$ cat config.mk
export PLATFORM = sky130hd
export DESIGN_NAME = record_blob_validator_crc32_unit_flat
export DESIGN_NICKNAME = d
export VERILOG_FILES = /design/src/rtl/rbv_pkg.sv /design/src/rtl/rbv_blob_if.sv /design/src/rtl/rbv_rec_if.sv /design/src/rtl/rbv_crc_byte.sv /design/src/rtl/rbv_parser.sv /design/src/rtl/record_blob_validator_crc32_unit.sv /design/src/flat_wrapper.sv
export SDC_FILE = /design/constraint.sdc
export NUM_CORES = 1
export LEC_CHECK = 0
export ABC_AREA = 1
export BUFFER_PORTS_ARGS = -buffer_cell sky130_fd_sc_hd__buf_4
export CORE_ASPECT_RATIO = 2
export CORE_MARGIN = 2
export CORE_UTILIZATION = 40
export DETAILED_ROUTE_END_ITERATION = 10
export MAX_ROUTING_LAYER = met4
export PLACE_DENSITY_LB_ADDON = 0.2
export SLEW_MARGIN = 20
export SYNTH_ARGS = -nofsm -noshare
export SYNTH_HDL_FRONTEND = slang
export SYNTH_SLANG_ARGS = --single-unit
export TNS_END_PERCENT = 20
$ cat constraint.sdc
create_clock -name i_clk -period 5.5 [get_ports i_clk]
set_clock_uncertainty 0.05 [all_clocks]
set_input_delay 1.375 -clock i_clk [delete_from_list [all_inputs] [get_ports i_clk]]
set_output_delay 1.375 -clock i_clk [all_outputs]
set_load 0.005 [all_outputs]
$ cat src/rtl/rbv_pkg.sv
`timescale 1ns / 1ps
// Shared constants, codes and types for the record blob validator.
// No dependencies.
package rbv_pkg;

    localparam int MAX_ENTRIES  = 16;
    localparam int ID_BYTES     = 16;
    localparam int SYMBOL_BYTES = 16;
    localparam int NAME_BYTES   = 32;

    localparam int HEADER_LEN = 6;
    localparam int ENTRY_LEN  = ID_BYTES + SYMBOL_BYTES + NAME_BYTES + 9;
    localparam int STR1_END   = ID_BYTES;
    localparam int STR2_END   = STR1_END + SYMBOL_BYTES;
    localparam int STR3_END   = STR2_END + NAME_BYTES;

    localparam int PE_W  = $clog2(ENTRY_LEN);
    localparam int ENT_W = $clog2(MAX_ENTRIES + 1);
    localparam int POS_W = 12;
    localparam logic [POS_W-1:0] POS_SAT = '1;

    localparam logic [31:0] CRC_POLY = 32'hEDB88320;
    localparam logic [31:0] CRC_INIT = 32'hFFFFFFFF;

    localparam int CFG_IDX_W  = 1;
    localparam int CFG_DATA_W = 8;
    localparam logic [CFG_IDX_W-1:0] CFG_EXP_VERSION = 1'b0;
    localparam logic [CFG_IDX_W-1:0] CFG_MAX_ENTRIES = 1'b1;
    localparam logic [7:0] RST_EXP_VERSION = 8'd1;
    localparam logic [4:0] RST_MAX_ENTRIES = 5'd16;

    typedef enum logic [3:0] {
        TAG_HEADER  = 4'd0,
        TAG_ID      = 4'd1,
        TAG_SYMBOL  = 4'd2,
        TAG_NAME    = 4'd3,
        TAG_SOURCE  = 4'd4,
        TAG_KIND    = 4'd5,
        TAG_BASIS   = 4'd6,
        TAG_CADENCE = 4'd7,
        TAG_STALE   = 4'd8,
        TAG_EXCESS  = 4'd9
    } t_tag;

    typedef enum logic [3:0] {
        ST_OK      = 4'd0,
        ST_SHORT   = 4'd1,
        ST_VERSION = 4'd2,
        ST_COUNT   = 4'd3,
        ST_LENGTH  = 4'd4,
        ST_CRC     = 4'd5,
        ST_SOURCE  = 4'd6,
        ST_KIND    = 4'd7,
        ST_BASIS   = 4'd8
    } t_status;

    typedef struct packed {
        logic [3:0]  entry_index;
        t_tag        field_tag;
        logic [7:0]  byte_out;
        logic        field_end;
        logic [31:0] number_value;
        logic        blob_done;
        t_status     status;
        logic [4:0]  entry_count;
    } t_result;

endpackage

$ cat src/rtl/rbv_blob_if.sv
`timescale 1ns / 1ps
// Input channel: one blob byte per word with an end-of-blob flag.
// No dependencies.
interface rbv_blob_if;
    logic       valid;
    logic       ready;
    logic [7:0] blob_byte;
    logic       last_byte;

    modport source (output valid, output blob_byte, output last_byte, input ready);
    modport sink   (input valid, input blob_byte, input last_byte, output ready);
endinterface

$ cat src/rtl/rbv_rec_if.sv
`timescale 1ns / 1ps
// Output channel: tagged byte echo with the final blob status.
// No dependencies.
interface rbv_rec_if;
    logic        valid;
    logic        ready;
    logic [3:0]  entry_index;
    logic [3:0]  field_tag;
    logic [7:0]  byte_out;
    logic        field_end;
    logic [31:0] number_value;
    logic        blob_done;
    logic [3:0]  status;
    logic [4:0]  entry_count;

    modport source (output valid, output entry_index, output field_tag, output byte_out,
                    output field_end, output number_value, output blob_done,
                    output status, output entry_count, input ready);
    modport sink   (input valid, input entry_index, input field_tag, input byte_out,
                    input field_end, input number_value, input blob_done,
                    input status, input entry_count, output ready);
endinterface

$ cat src/rtl/rbv_crc_byte.sv
`timescale 1ns / 1ps
// Byte-wide update of a reflected CRC-32.
// Depends on rbv_pkg.
module rbv_crc_byte
    import rbv_pkg::*;
(
    input  logic [31:0] i_crc,
    input  logic [7:0]  i_byte,
    output logic [31:0] o_crc
);

    always_comb begin
        logic [31:0] c;
        c = i_crc ^ {24'd0, i_byte};
        for (int k = 0; k < 8; k++) begin
            c = c[0] ? ((c >> 1) ^ CRC_POLY) : (c >> 1);
        end
        o_crc = c;
    end

endmodule

$ cat src/rtl/rbv_parser.sv
`timescale 1ns / 1ps
// Blob parse state, field tagging, code checks and final status.
// Depends on rbv_pkg and rbv_crc_byte.
module rbv_parser
    import rbv_pkg::*;
(
    input  logic        i_clk,
    input  logic        i_rst_n,
    input  logic        i_fire,
    input  logic [7:0]  i_byte,
    input  logic        i_last,
    input  logic [7:0]  i_exp_version,
    input  logic [4:0]  i_max_entries,
    output t_result     o_res
);

    logic [31:0]      r_crc, n_crc;
    logic [31:0]      r_stored_crc, n_stored_crc;
    logic [POS_W-1:0] r_pos, n_pos;
    logic [PE_W-1:0]  r_pe, n_pe;
    logic [ENT_W-1:0] r_entry, n_entry;
    logic [7:0]       r_count, n_count;
    logic [7:0]       r_version, n_version;
    t_status          r_code_err, n_code_err;
    logic [31:0]      r_num, n_num;

    logic [31:0] crc_upd;

    rbv_crc_byte u_crc (
        .i_crc  (r_crc),
        .i_byte (i_byte),
        .o_crc  (crc_upd)
    );

    always_comb begin
        logic        in_header;
        logic [7:0]  limit;
        logic [PE_W:0] pe_inc;
        logic [1:0]  k;
        logic [31:0] num_base;
        logic [15:0] exp_len;
        logic [15:0] got_len;
        t_result     res;

        n_crc        = r_crc;
        n_stored_crc = r_stored_crc;
        n_pos        = (r_pos < POS_SAT) ? r_pos + 1'b1 : r_pos;
        n_pe         = r_pe;
        n_entry      = r_entry;
        n_count      = r_count;
        n_version    = r_version;
        n_code_err   = r_code_err;
        n_num        = r_num;

        res              = '0;
        res.field_tag    = TAG_HEADER;
        res.status       = ST_OK;
        res.byte_out     = i_byte;
        in_header        = r_pos < POS_W'(HEADER_LEN);
        limit            = (r_count < 8'(MAX_ENTRIES)) ? r_count : 8'(MAX_ENTRIES);
        pe_inc           = {1'b0, r_pe} + 1'b1;
        k                = '0;
        num_base         = '0;

        if (in_header) begin
            if (r_pos == POS_W'(0)) begin
                n_version = i_byte;
            end else if (r_pos == POS_W'(1)) begin
                n_count = i_byte;
            end else begin
                n_stored_crc = r_stored_crc | ({24'd0, i_byte} << {r_pos[1:0] - 2'd2, 3'b000});
            end
            res.field_end = (r_pos == POS_W'(HEADER_LEN - 1));
        end else begin
            n_crc = crc_upd;
            if (8'(r_entry) < limit) begin
                res.entry_index = r_entry[3:0];
                if (r_pe < PE_W'(STR3_END)) begin
                    if (r_pe < PE_W'(STR1_END)) begin
                        res.field_tag = TAG_ID;
                        res.field_end = (pe_inc == (PE_W+1)'(STR1_END));
                    end else if (r_pe < PE_W'(STR2_END)) begin
                        res.field_tag = TAG_SYMBOL;
                        res.field_end = (pe_inc == (PE_W+1)'(STR2_END));
                    end else begin
                        res.field_tag = TAG_NAME;
                        res.field_end = (pe_inc == (PE_W+1)'(STR3_END));
                    end
                    if (res.field_end) begin
                        res.byte_out = '0;
                    end
                end else if (r_pe == PE_W'(STR3_END)) begin
                    res.field_tag = TAG_SOURCE;
                    res.field_end = 1'b1;
                    if ((i_byte < 8'd1 || i_byte > 8'd2) && r_code_err == ST_OK) begin
                        n_code_err = ST_SOURCE;
                    end
                end else if (r_pe == PE_W'(STR3_END + 1)) begin
                    res.field_tag = TAG_KIND;
                    res.field_end = 1'b1;
                    if ((i_byte < 8'd1 || i_byte > 8'd4) && r_code_err == ST_OK) begin
                        n_code_err = ST_KIND;
                    end
                end else if (r_pe == PE_W'(STR3_END + 2)) begin
                    res.field_tag = TAG_BASIS;
                    res.field_end = 1'b1;
                    if ((i_byte < 8'd1 || i_byte > 8'd2) && r_code_err == ST_OK) begin
                        n_code_err = ST_BASIS;
                    end
                end else begin
                    if (r_pe < PE_W'(STR3_END + 5)) begin
                        res.field_tag = TAG_CADENCE;
                        k = 2'(r_pe - PE_W'(STR3_END + 3));
                        res.field_end = (k == 2'd1);
                    end else begin
                        res.field_tag = TAG_STALE;
                        k = 2'(r_pe - PE_W'(STR3_END + 5));
                        res.field_end = (k == 2'd3);
                    end
                    num_base = (k == 2'd0) ? 32'd0 : r_num;
                    n_num    = num_base | ({24'd0, i_byte} << {k, 3'b000});
                    if (res.field_end) begin
                        res.number_value = n_num;
                    end
                end
                if (pe_inc >= (PE_W+1)'(ENTRY_LEN)) begin
                    n_pe    = '0;
                    n_entry = r_entry + 1'b1;
                end else begin
                    n_pe = pe_inc[PE_W-1:0];
                end
            end else begin
                res.field_tag = TAG_EXCESS;
            end
        end

        exp_len = 16'(HEADER_LEN) + 16'(n_count) * 16'(ENTRY_LEN);
        got_len = 16'(r_pos) + 16'd1;

        if (i_last) begin
            res.blob_done = 1'b1;
            if (r_pos < POS_W'(HEADER_LEN - 1)) begin
                res.status = ST_SHORT;
            end else if (n_version != i_exp_version) begin
                res.status = ST_VERSION;
            end else if (n_count < 8'd1 || n_count > 8'(MAX_ENTRIES)
                         || n_count > {3'd0, i_max_entries}) begin
                res.status = ST_COUNT;
            end else if (r_pos >= POS_SAT || got_len != exp_len) begin
                res.status = ST_LENGTH;
            end else if ((n_crc ^ CRC_INIT) != n_stored_crc) begin
                res.status = ST_CRC;
            end else begin
                res.status = n_code_err;
            end
            if (res.status == ST_OK) begin
                res.entry_count = n_count[4:0];
            end
            n_crc        = CRC_INIT;
            n_stored_crc = '0;
            n_pos        = '0;
            n_pe         = '0;
            n_entry      = '0;
            n_count      = '0;
            n_version    = '0;
            n_code_err   = ST_OK;
            n_num        = '0;
        end
        o_res = res;
    end

    always_ff @(posedge i_clk) begin
        if (!i_rst_n) begin
            r_crc        <= CRC_INIT;
            r_stored_crc <= '0;
            r_pos        <= '0;
            r_pe         <= '0;
            r_entry      <= '0;
            r_count      <= '0;
            r_version    <= '0;
            r_code_err   <= ST_OK;
            r_num        <= '0;
        end else if (i_fire) begin
            r_crc        <= n_crc;
            r_stored_crc <= n_stored_crc;
            r_pos        <= n_pos;
            r_pe         <= n_pe;
            r_entry      <= n_entry;
            r_count      <= n_count;
            r_version    <= n_version;
            r_code_err   <= n_code_err;
            r_num        <= n_num;
        end
    end

endmodule

$ cat src/rtl/record_blob_validator_crc32_unit.sv
`timescale 1ns / 1ps
// Top level: input word register, blob parser, result register, config registers.
// Depends on rbv_pkg, rbv_blob_if, rbv_rec_if and rbv_parser.
//
//   channel   dir  words                         handshake
//   i_blob    in   blob_byte, last_byte          valid/ready
//   o_rec     out  one tagged result per byte    valid/ready
//   i_cfg_*   in   expected_version, max_entries write enable, no ready
//
// One word per cycle sustained while o_rec is not stalled; a byte is taken into the
// input register, then its result goes through the parse logic into the result register.
// Synchronous active-low reset empties the pipeline, clears the blob state and loads
// the config defaults.
// A stalled output holds both stages; the input stays ready while the input
// register is empty or moving.
module record_blob_validator_crc32_unit
    import rbv_pkg::*;
(
    input  logic                  i_clk,
    input  logic                  i_rst_n,
    rbv_blob_if.sink              i_blob,
    rbv_rec_if.source             o_rec,
    input  logic                  i_cfg_we,
    input  logic [CFG_IDX_W-1:0]  i_cfg_idx,
    input  logic [CFG_DATA_W-1:0] i_cfg_data
);

    logic       r_in_valid;
    logic [7:0] r_in_byte;
    logic       r_in_last;
    logic       r_out_valid;
    t_result    r_res;
    t_result    parse_res;
    logic [7:0] r_exp_version;
    logic [4:0] r_max_entries;
    logic       advance;
    logic       fire;

    assign advance      = !r_out_valid || o_rec.ready;
    assign fire         = r_in_valid && advance;
    assign i_blob.ready = !r_in_valid || advance;

    rbv_parser u_parser (
        .i_clk         (i_clk),
        .i_rst_n       (i_rst_n),
        .i_fire        (fire),
        .i_byte        (r_in_byte),
        .i_last        (r_in_last),
        .i_exp_version (r_exp_version),
        .i_max_entries (r_max_entries),
        .o_res         (parse_res)
    );

    always_ff @(posedge i_clk) begin
        if (!i_rst_n) begin
            r_in_valid  <= 1'b0;
            r_out_valid <= 1'b0;
        end else begin
            if (i_blob.ready) begin
                r_in_valid <= i_blob.valid;
            end
            if (advance) begin
                r_out_valid <= r_in_valid;
            end
        end
        if (i_blob.valid && i_blob.ready) begin
            r_in_byte <= i_blob.blob_byte;
            r_in_last <= i_blob.last_byte;
        end
        if (fire) begin
            r_res <= parse_res;
        end
    end

    always_ff @(posedge i_clk) begin
        if (!i_rst_n) begin
            r_exp_version <= RST_EXP_VERSION;
            r_max_entries <= RST_MAX_ENTRIES;
        end else if (i_cfg_we) begin
            unique case (i_cfg_idx)
                CFG_EXP_VERSION: r_exp_version <= i_cfg_data[7:0];
                CFG_MAX_ENTRIES: r_max_entries <= i_cfg_data[4:0];
                default: ;
            endcase
        end
    end

    assign o_rec.valid        = r_out_valid;
    assign o_rec.entry_index  = r_res.entry_index;
    assign o_rec.field_tag    = r_res.field_tag;
    assign o_rec.byte_out     = r_res.byte_out;
    assign o_rec.field_end    = r_res.field_end;
    assign o_rec.number_value = r_res.number_value;
    assign o_rec.blob_done    = r_res.blob_done;
    assign o_rec.status       = r_res.status;
    assign o_rec.entry_count  = r_res.entry_count;

endmodule

$ cat src/flat_wrapper.sv
// flat-port wrapper written by rule: the top's interface ports become plain ports
module record_blob_validator_crc32_unit_flat import rbv_pkg::*;
  (i_clk, i_rst_n, i_cfg_we, i_cfg_idx, i_cfg_data, i_blob_valid, i_blob_blob_byte, i_blob_last_byte, i_blob_ready, o_rec_valid, o_rec_entry_index, o_rec_field_tag, o_rec_byte_out, o_rec_field_end, o_rec_number_value, o_rec_blob_done, o_rec_status, o_rec_entry_count, o_rec_ready);
  rbv_blob_if i_blob_i ();
  rbv_rec_if o_rec_i ();
  input  logic i_clk;
  input  logic i_rst_n;
  input  logic i_cfg_we;
  input  logic [CFG_IDX_W-1:0] i_cfg_idx;
  input  logic [CFG_DATA_W-1:0] i_cfg_data;
  input wire logic [$bits(i_blob_i.valid)-1:0] i_blob_valid;
  input wire logic [$bits(i_blob_i.blob_byte)-1:0] i_blob_blob_byte;
  input wire logic [$bits(i_blob_i.last_byte)-1:0] i_blob_last_byte;
  output wire logic [$bits(i_blob_i.ready)-1:0] i_blob_ready;
  output wire logic [$bits(o_rec_i.valid)-1:0] o_rec_valid;
  output wire logic [$bits(o_rec_i.entry_index)-1:0] o_rec_entry_index;
  output wire logic [$bits(o_rec_i.field_tag)-1:0] o_rec_field_tag;
  output wire logic [$bits(o_rec_i.byte_out)-1:0] o_rec_byte_out;
  output wire logic [$bits(o_rec_i.field_end)-1:0] o_rec_field_end;
  output wire logic [$bits(o_rec_i.number_value)-1:0] o_rec_number_value;
  output wire logic [$bits(o_rec_i.blob_done)-1:0] o_rec_blob_done;
  output wire logic [$bits(o_rec_i.status)-1:0] o_rec_status;
  output wire logic [$bits(o_rec_i.entry_count)-1:0] o_rec_entry_count;
  input wire logic [$bits(o_rec_i.ready)-1:0] o_rec_ready;
  assign i_blob_i.valid = i_blob_valid;
  assign i_blob_i.blob_byte = i_blob_blob_byte;
  assign i_blob_i.last_byte = i_blob_last_byte;
  assign i_blob_ready = i_blob_i.ready;
  assign o_rec_valid = o_rec_i.valid;
  assign o_rec_entry_index = o_rec_i.entry_index;
  assign o_rec_field_tag = o_rec_i.field_tag;
  assign o_rec_byte_out = o_rec_i.byte_out;
  assign o_rec_field_end = o_rec_i.field_end;
  assign o_rec_number_value = o_rec_i.number_value;
  assign o_rec_blob_done = o_rec_i.blob_done;
  assign o_rec_status = o_rec_i.status;
  assign o_rec_entry_count = o_rec_i.entry_count;
  assign o_rec_i.ready = o_rec_ready;
  record_blob_validator_crc32_unit u_core (.i_clk(i_clk), .i_rst_n(i_rst_n), .i_blob(i_blob_i), .o_rec(o_rec_i), .i_cfg_we(i_cfg_we), .i_cfg_idx(i_cfg_idx), .i_cfg_data(i_cfg_data));
endmodule
==> results of run 1 <==
==> per-layer routing <==
layer | part of all wire, % | wire (microns) | vias to the layer above
li1 | - | - | 6135
met1 | 33 | 15000 | 5866
met2 | 54 | 24100 | 335
met3 | 3.8 | 1680 | 160
met4 | 8.8 | 3950 | 0
met5 | 0 | 0 | -
==> worst max-delay path: cells and delay by family, from the launching register on <==
kind                       cells  cell delay (ns)
adders and majority gates      5             1.65
buffers and inverters          3             0.28
AOI/OAI and AO/OA              4             0.87
and+or+nand+nor               15             1.38
DFF                            1             0.49
==> sequential cells by signal (all words and copies together) (netlist names), 4 cells and up <==
name	count
u_core.o_rec.entry_index	4
u_core.u_parser.r_entry	5
u_core.u_parser.r_count	8
u_core.u_parser.r_stored_crc	32
u_core.r_exp_version	8
u_core.u_parser.r_version	8
u_core.o_rec.byte_out	8
u_core.u_parser.r_crc	32
u_core.u_parser.r_pos	12
u_core.r_in_byte	8
u_core.u_parser.r_num	32
u_core.o_rec.status	4
u_core.o_rec.field_tag	4
u_core.r_max_entries	5
u_core.o_rec.number_value	32
u_core.u_parser.r_code_err	4
u_core.o_rec.entry_count	5
u_core.u_parser.r_pe	7
==> through the flow <==
step	hold slack (ns)	power, mW	setup WS (ns)	utilization [%]	instance area [sq um]
after floorplan	0.377	2.19	0.844	-	13500
after global placement	0.394	2.39	0.576	43.5	14500
after detailed placement	0.396	2.39	0.512	43.5	14500
after CTS	0.409	3.97	0.485	45.7	15300
after global routing	0.428	4.09	0.00987	45.7	15300
final	0.408	3.94	0.488	45.7	15300
==> power by group <==
group / total, mW / internal, mW / switching (mW) / leakage (nW)
sequential: 1.77 / 1.74 / 0.0324 / 1.92
combinational: 0.595 / 0.190 / 0.406 / 4.35
clock: 1.58 / 0.883 / 0.696 / 0.366
total: 3.94 / 2.81 / 1.13 / 6.63
==> area by class of cell <==
cell class	instances	area [sq um]	area share [%]
inverters	244	922	6.04
well taps	436	546	3.57
clock buffers	27	601	3.93
repair buffers	108	811	5.31
clock inverters	15	141	0.925
multi-input cells	1309	7110	46.6
flip-flops and latches	223	5140	33.7
==> logic make-up (layout without fill, tap and decap cells) <==
logic type                 count (synthesis)  count (layout)  share of synthesized area [%]
xor gates and xnor gates                  81              81                           5.76
AOI/OAI and AO/OA                        336             336                           14.6
muxes                                      1               1                         0.0743
and+or+nand+nor                          853             853                           28.7
buffers and inverters                    309             394                           9.10
DFF                                      223             223                           38.2
adders and majority gates                 38              38                           3.58
==> how the worst min path moves through the flow <==
stage | startpoint | to | slack, ns | cells after the start
2_1_floorplan | u_core.u_parser.r_stored_crc[20] | u_core.u_parser.r_stored_crc[20] | 0.38 | 2
4_1_cts | u_core.u_parser.r_stored_crc[20] | u_core.u_parser.r_stored_crc[20] | 0.41 | 2
5_1_grt | u_core.u_parser.r_num[24] | u_core.u_parser.r_num[24] | 0.43 | 2
3_5_place_dp | u_core.u_parser.r_stored_crc[20] | u_core.u_parser.r_stored_crc[20] | 0.40 | 2
6_report | u_core.u_parser.r_stored_crc[13] | u_core.u_parser.r_stored_crc[13] | 0.41 | 2
3_3_place_gp | u_core.u_parser.r_stored_crc[13] | u_core.u_parser.r_stored_crc[13] | 0.39 | 2
==> cell usage in the layout (no fill, tap or decap), drive strengths merged <==
cell / instances
a2111oi: 1
a211oi: 22
a21o: 3
a21oi: 105
a31o: 2
a31oi: 10
and3: 2
buf: 108
bufinv: 2
clkbuf: 27
clkinv: 15
clkinvlp: 1
dfxtp: 155
edfxtp: 68
fa: 1
ha: 37
inv: 241
mux2i: 1
nand2: 477
nand3: 110
nand3b: 1
nand4: 13
nor2: 187
nor3: 25
nor3b: 2
nor4: 8
o2111a: 1
o2111ai: 4
o211a: 7
o211ai: 12
o21a: 1
o21ai: 126
o21bai: 16
o22ai: 23
o311ai: 2
o32ai: 1
or2: 28
xnor2: 29
xor2: 52
==> impl_metrics.ini, run 1 <==
[outcome]
status = finished clean

[cts]
cts_hold_buf = 0
root_buffer = clkbuf_16
cts_buffers = 23
cts_buffer_depth = 3
clock-sinks = 223
cts_max_level = 1
clk_pin_slew_ns = 0.07
clk_latency_ns = 0.54
cts_tree = built
cts_repair_resize_count = 0
cts_setup_buffers = 0

[place]
routabilityCongestion = 0.961
dp_cells = 2320
dpl.hpwl_mm = 33.9
port_buffers = 83

[synth]
synth_top_area_cell = dfxtp_1
synthFlopType = dfxtp_1
yosys_register_bits = 223
yosysMostFrequentCell = nand2_1
ys_types = 62
synth_nets = 1902
synthesis.instances = 1841
avgSynthCellArea_sq_um = 7.32
synth_edf_count = 68
ys_top_cells_by_count = nand2_1 (439), inv_1 (223), nor2_1 (166), dfxtp_1 (155), a21oi_1 (105)
synth_top_area_share_pct = 23.0
ys_async_sr_fraction_pct = 0
seq_area_frac_synth_pct = 38.2
yosys_warnings = 0
synth.area.top_cells = dfxtp_1 (23%), edfxtp_1 (15%), nand2_1 (12%)
syn_area_sq_um = 13500

[grt]
grt_use_met3_pct = 2.41
grt_max_degree = 65
grtUsageMet1_pct = 23.8
grt_pass1_vias = 12100
grt-ovfl-total = 0
grt_pass1_wl_mm = 67.3
busiest_layer = met2
grtUsageTotal_pct = 25.7
grt_use_met2_pct = 47.6
antenna_found_initial = 0

[layout]
final_nets = 1970
drive_gt1_share_pct = 14.2
n_antenna_cell = 0
syn2layout_area_growth_pct = 13.3
fillers = 3408
finalNonFillerCells = 2362

[route]
drt_wl_total_mm = 44.7
firstDrtPassIters = 5
post-route-drc-count = 0
routed_via_density = 5.29
post_drt_wl_per_cell_microns = 18.9
drt_iter0_drc = 738
ant_nets = 0
vias = 12500

[timing]
period_minus_slack_ns = 5.01
post-route-period-util_pct = 91.1
worst_slew_pin_slew_ns = 1.09
slew_violations = 0
slew_headroom_pct = 27.5
rsz0062_at_grt = false
finalSetupViolations = 0
fmax_mhz = 200
finalHoldViolCount = 0
setup-tns-final_ns = 0

[setup_path]
cpMaxStageDelayCell = dfxtp_1
path_max_fanout = 8
endpoint = u_core.o_rec.entry_count[2]
startpoint = u_core.u_parser.r_pos[0]
rrSetupSlack_ns = 0.49
reg2reg_to = u_core.o_rec.entry_count[2]
start_kind = flip-flop
ff2ff_path_depth = 27
cpPeakStageDelay_ns = 0.49
worstSetupPathType = flip-flop to flip-flop
endpoint_kind = flip-flop
cp.arrival_ns = 5.25
cp.required_ns = 5.73
reg2reg_from = u_core.u_parser.r_pos[0]

[run]
maxCapViolCount = 0

[floorplan]
initial_core_util_pct = 40.4
ios = 84
core_area_sq_um = 33400
die_area_sq_um = 35300
fp.dieW_microns = 134
fp.dieH_microns = 264
row_count = 95

[power]
power.density_nw_per_um2 = 258
p_leak_nw = 6.63
peakVddDrop_mv = 0.194

[min_path]
min_path_type = flip-flop to flip-flop
No activity file was read; power rests on OpenSTA's default activity.
==> run 2, diff against run 1 <==
- ABC_AREA: 1 -> default
- PLACE_DENSITY_LB_ADDON: 0.2 -> default
==> run 2 against run 1 <==
  * Utilization increased by 1.1 points
  * Maximum frequency decreased by 4.8%
  * Sequential power about the same
  * Flip-flop and latch count unchanged
  * Worst hold slack gained 0.010 ns
  * Total power decreased by 7.0%
  * Final cell count is 18% lower
  * Critical path depth down 7
  * Largest power group unchanged
==> impl_metrics.ini, run 2 <==
[synth]
synthesis.instances = 1403
synth_edf_count = 68
syn_area_sq_um = 12900
synth_top_area_cell = dfxtp_1
synth.area.top_cells = dfxtp_1 (24%), edfxtp_1 (16%), xnor2_1 (6.2%)
ys_top_cells_by_count = dfxtp_1 (155), nor2_1 (125), nand2_1 (124), a21oi_1 (100), xnor2_1 (92)
yosysMostFrequentCell = dfxtp_1
yosys_register_bits = 223
seq_area_frac_synth_pct = 39.8
avgSynthCellArea_sq_um = 9.21
synthFlopType = dfxtp_1
ys_types = 82
ys_async_sr_fraction_pct = 0
synth_nets = 1464
yosys_warnings = 0
synth_top_area_share_pct = 24.0

[timing]
post-route-period-util_pct = 95.7
worst_slew_pin_slew_ns = 1.04
finalHoldViolCount = 0
worst_hold_slack_ns = 0.418
period_minus_slack_ns = 5.26
setup-tns-final_ns = 0
fmax_mhz = 190
finalSetupViolations = 0
slew_headroom_pct = 29.4
slew_violations = 0

[setup_path]
crit_chain = inv_1 -> ha_2 -> nor2b_1 -> and4_4 -> mux2i_2 -> inv_1 -> ha_1 -> ha_1 -> fa_1 -> ha_1 -> nand2_1 -> o21ai_1 -> a221oi_2 -> o221ai_1 -> or3_4 -> nor4_4 -> nand3_1 -> and4bb_2 -> nand2_1 -> o31a_1
worstSetupPathType = flip-flop to flip-flop
critPathTopFamily = simple AND/OR/NAND/NOR gates
critPathBufInv = 2
cpMaxStageDelayCell = fa_1
endpoint_kind = flip-flop
cp.arrival_ns = 5.49
reg2reg_from = u_core.u_parser.r_pos[0]
reg2reg_to = u_core.o_rec.status[2]
path_max_fanout = 4
cpPeakStageDelay_ns = 0.46
rrSetupSlack_ns = 0.24
start_kind = flip-flop
worstSetupPathDepth = 20
cp.required_ns = 5.73
ff2ff_path_depth = 20
crit_top_cell = ha_1

[floorplan]
die_area_sq_um = 33900
initial_core_util_pct = 40.4
fp.dieH_microns = 258
fp.dieW_microns = 131
core_area_sq_um = 32000
ios = 84
row_count = 93

[power]
power_frac_comb_pct = 12.1
power_switching_share_pct = 26.5
p_leak_nw = 5.73
p_int_mw = 2.70
pwr-share-clk_pct = 40.3
netSwitchingPower_mw = 0.972
peakVddDrop_mv = 0.193
power.density_nw_per_um2 = 245
seq_power_share_pct = 47.6
power_mw = 3.67

[grt]
grt_pass1_wl_mm = 61.5
grt_max_degree = 83
grt-ovfl-total = 0
grtUsageTotal_pct = 24.1
grt_pass1_vias = 10800
antenna_found_initial = 0

[min_path]
holdCritStartpoint = u_core.u_parser.r_num[23]
min_path_type = flip-flop to flip-flop
worstHoldEndpoint = u_core.u_parser.r_num[23]
holdPathStages = 2

[cts]
cts_tree = built
cts_max_level = 1
cts_hold_buf = 0
root_buffer = clkbuf_16
clk_latency_ns = 0.53
cts_buffers = 21
clock-sinks = 223
clk_pin_slew_ns = 0.08
cts_buffer_depth = 3

[place]
dpl.hpwl_mm = 29.8
dp_cells = 1897
port_buffers = 83
routabilityCongestion = 0.950

[layout]
mostFrequentLayoutCell = buf_4
layout_common_cells = buf_4 (162), dfxtp_1 (154), nor2_1 (124)
drive_gt1_share_pct = 16.4
n_antenna_cell = 0
final_nets = 1555
syn2layout_area_growth_pct = 16.1
finalNonFillerCells = 1936

[route]
firstDrtPassIters = 7
ant_nets = 0
routed_via_density = 5.68
post-route-drc-count = 0
vias = 11000
drt_iter0_drc = 744
drt_wl_total_mm = 40.8
post_drt_wl_per_cell_microns = 21.1

[run]
maxCapViolCount = 0

[outcome]
status = finished clean
-- run 2: power groups by stage --
stage          combinational, mW  sequential [mW]  clock, mW
6_report                   0.443             1.75       1.48
3_3_place_gp               0.437             1.78          0
3_5_place_dp               0.438             1.78          0
5_1_grt                    0.470             1.75       1.56
2_1_floorplan              0.282             1.78          0
4_1_cts                    0.441             1.75       1.50
-- run 2: kinds of logic (layout without fill, tap and decap cells) --
kind of cell	Yosys count	count (layout)	share of synthesized area [%]
AOI/OAI and AO/OA	342	342	17.1
xor gates and xnor gates	164	164	14.0
adders and majority gates	38	38	3.74
buffers and inverters	131	237	4.12
DFF	223	223	39.8
muxes	26	26	2.05
and+or+nand+nor	479	479	19.1
-- run 2: worst max path at each step --
stage                              to  slack [ns]                     start
2_1_floorplan  u_core.o_rec.status[2]        0.02  u_core.u_parser.r_pos[0]
3_3_place_gp   u_core.o_rec.status[2]        0.13  u_core.u_parser.r_pos[4]
3_5_place_dp   u_core.o_rec.status[2]       -0.02  u_core.u_parser.r_pos[0]
4_1_cts        u_core.o_rec.status[2]        0.04  u_core.u_parser.r_pos[0]
5_1_grt        u_core.o_rec.status[2]      -0.001  u_core.u_parser.r_pos[8]
6_report       u_core.o_rec.status[2]        0.24  u_core.u_parser.r_pos[0]
-- run 2: final cells by class --
cell class                      count  area, sq um
Clock buffer                       27          568
Tap cell                          427          534
Inverter                           37          141
Sequential cell                   223         5150
Clock inverter                     11          101
Multi-Input combinational cell   1049         7300
Fill cell                        3062        17000
Timing Repair Buffer              162         1220
-- run 2: worst reg2reg max path: stages, from the launching register on --
cell      delay [ns]
dfxtp_2         0.36
inv_1           0.06
ha_2            0.20
nor2b_1         0.16
and4_4          0.30
mux2i_2         0.27
inv_1           0.09
ha_1            0.29
ha_1            0.23
fa_1            0.46
ha_1            0.32
nand2_1         0.07
o21ai_1         0.10
a221oi_2        0.35
o221ai_1        0.16
or3_4           0.41
nor4_4          0.26
nand3_1         0.11
and4bb_2        0.36
nand2_1         0.09
o31a_1          0.31
-- run 2: timing repair --
item,CTS,global route
cloned,0,0
pin swaps,0,5
buffers inserted,0,1
endpoints found under the setup margin,1,9
gates resized for setup,2,10
-- run 2: per-layer routing --
layer | global-route usage [%] | wire (microns) | vias to the layer above
met5 | - | 0 | -
met4 | 18.4 | 3390 | 0
met3 | 2.14 | 1550 | 153
met2 | 45.2 | 21800 | 379
met1 | 22.3 | 14100 | 5253
li1 | - | - | 5202
-- run 2: metrics by stage --
step	setup slack, ns	utilization [%]	cell area [sq um]
detailed placement	-0.0243	44.6	14300
floorplan	0.0247	-	12900
global placement	0.125	44.6	14300
finish	0.236	46.9	15000
CTS	0.0420	46.8	15000
global route	-0.000999	46.9	15000
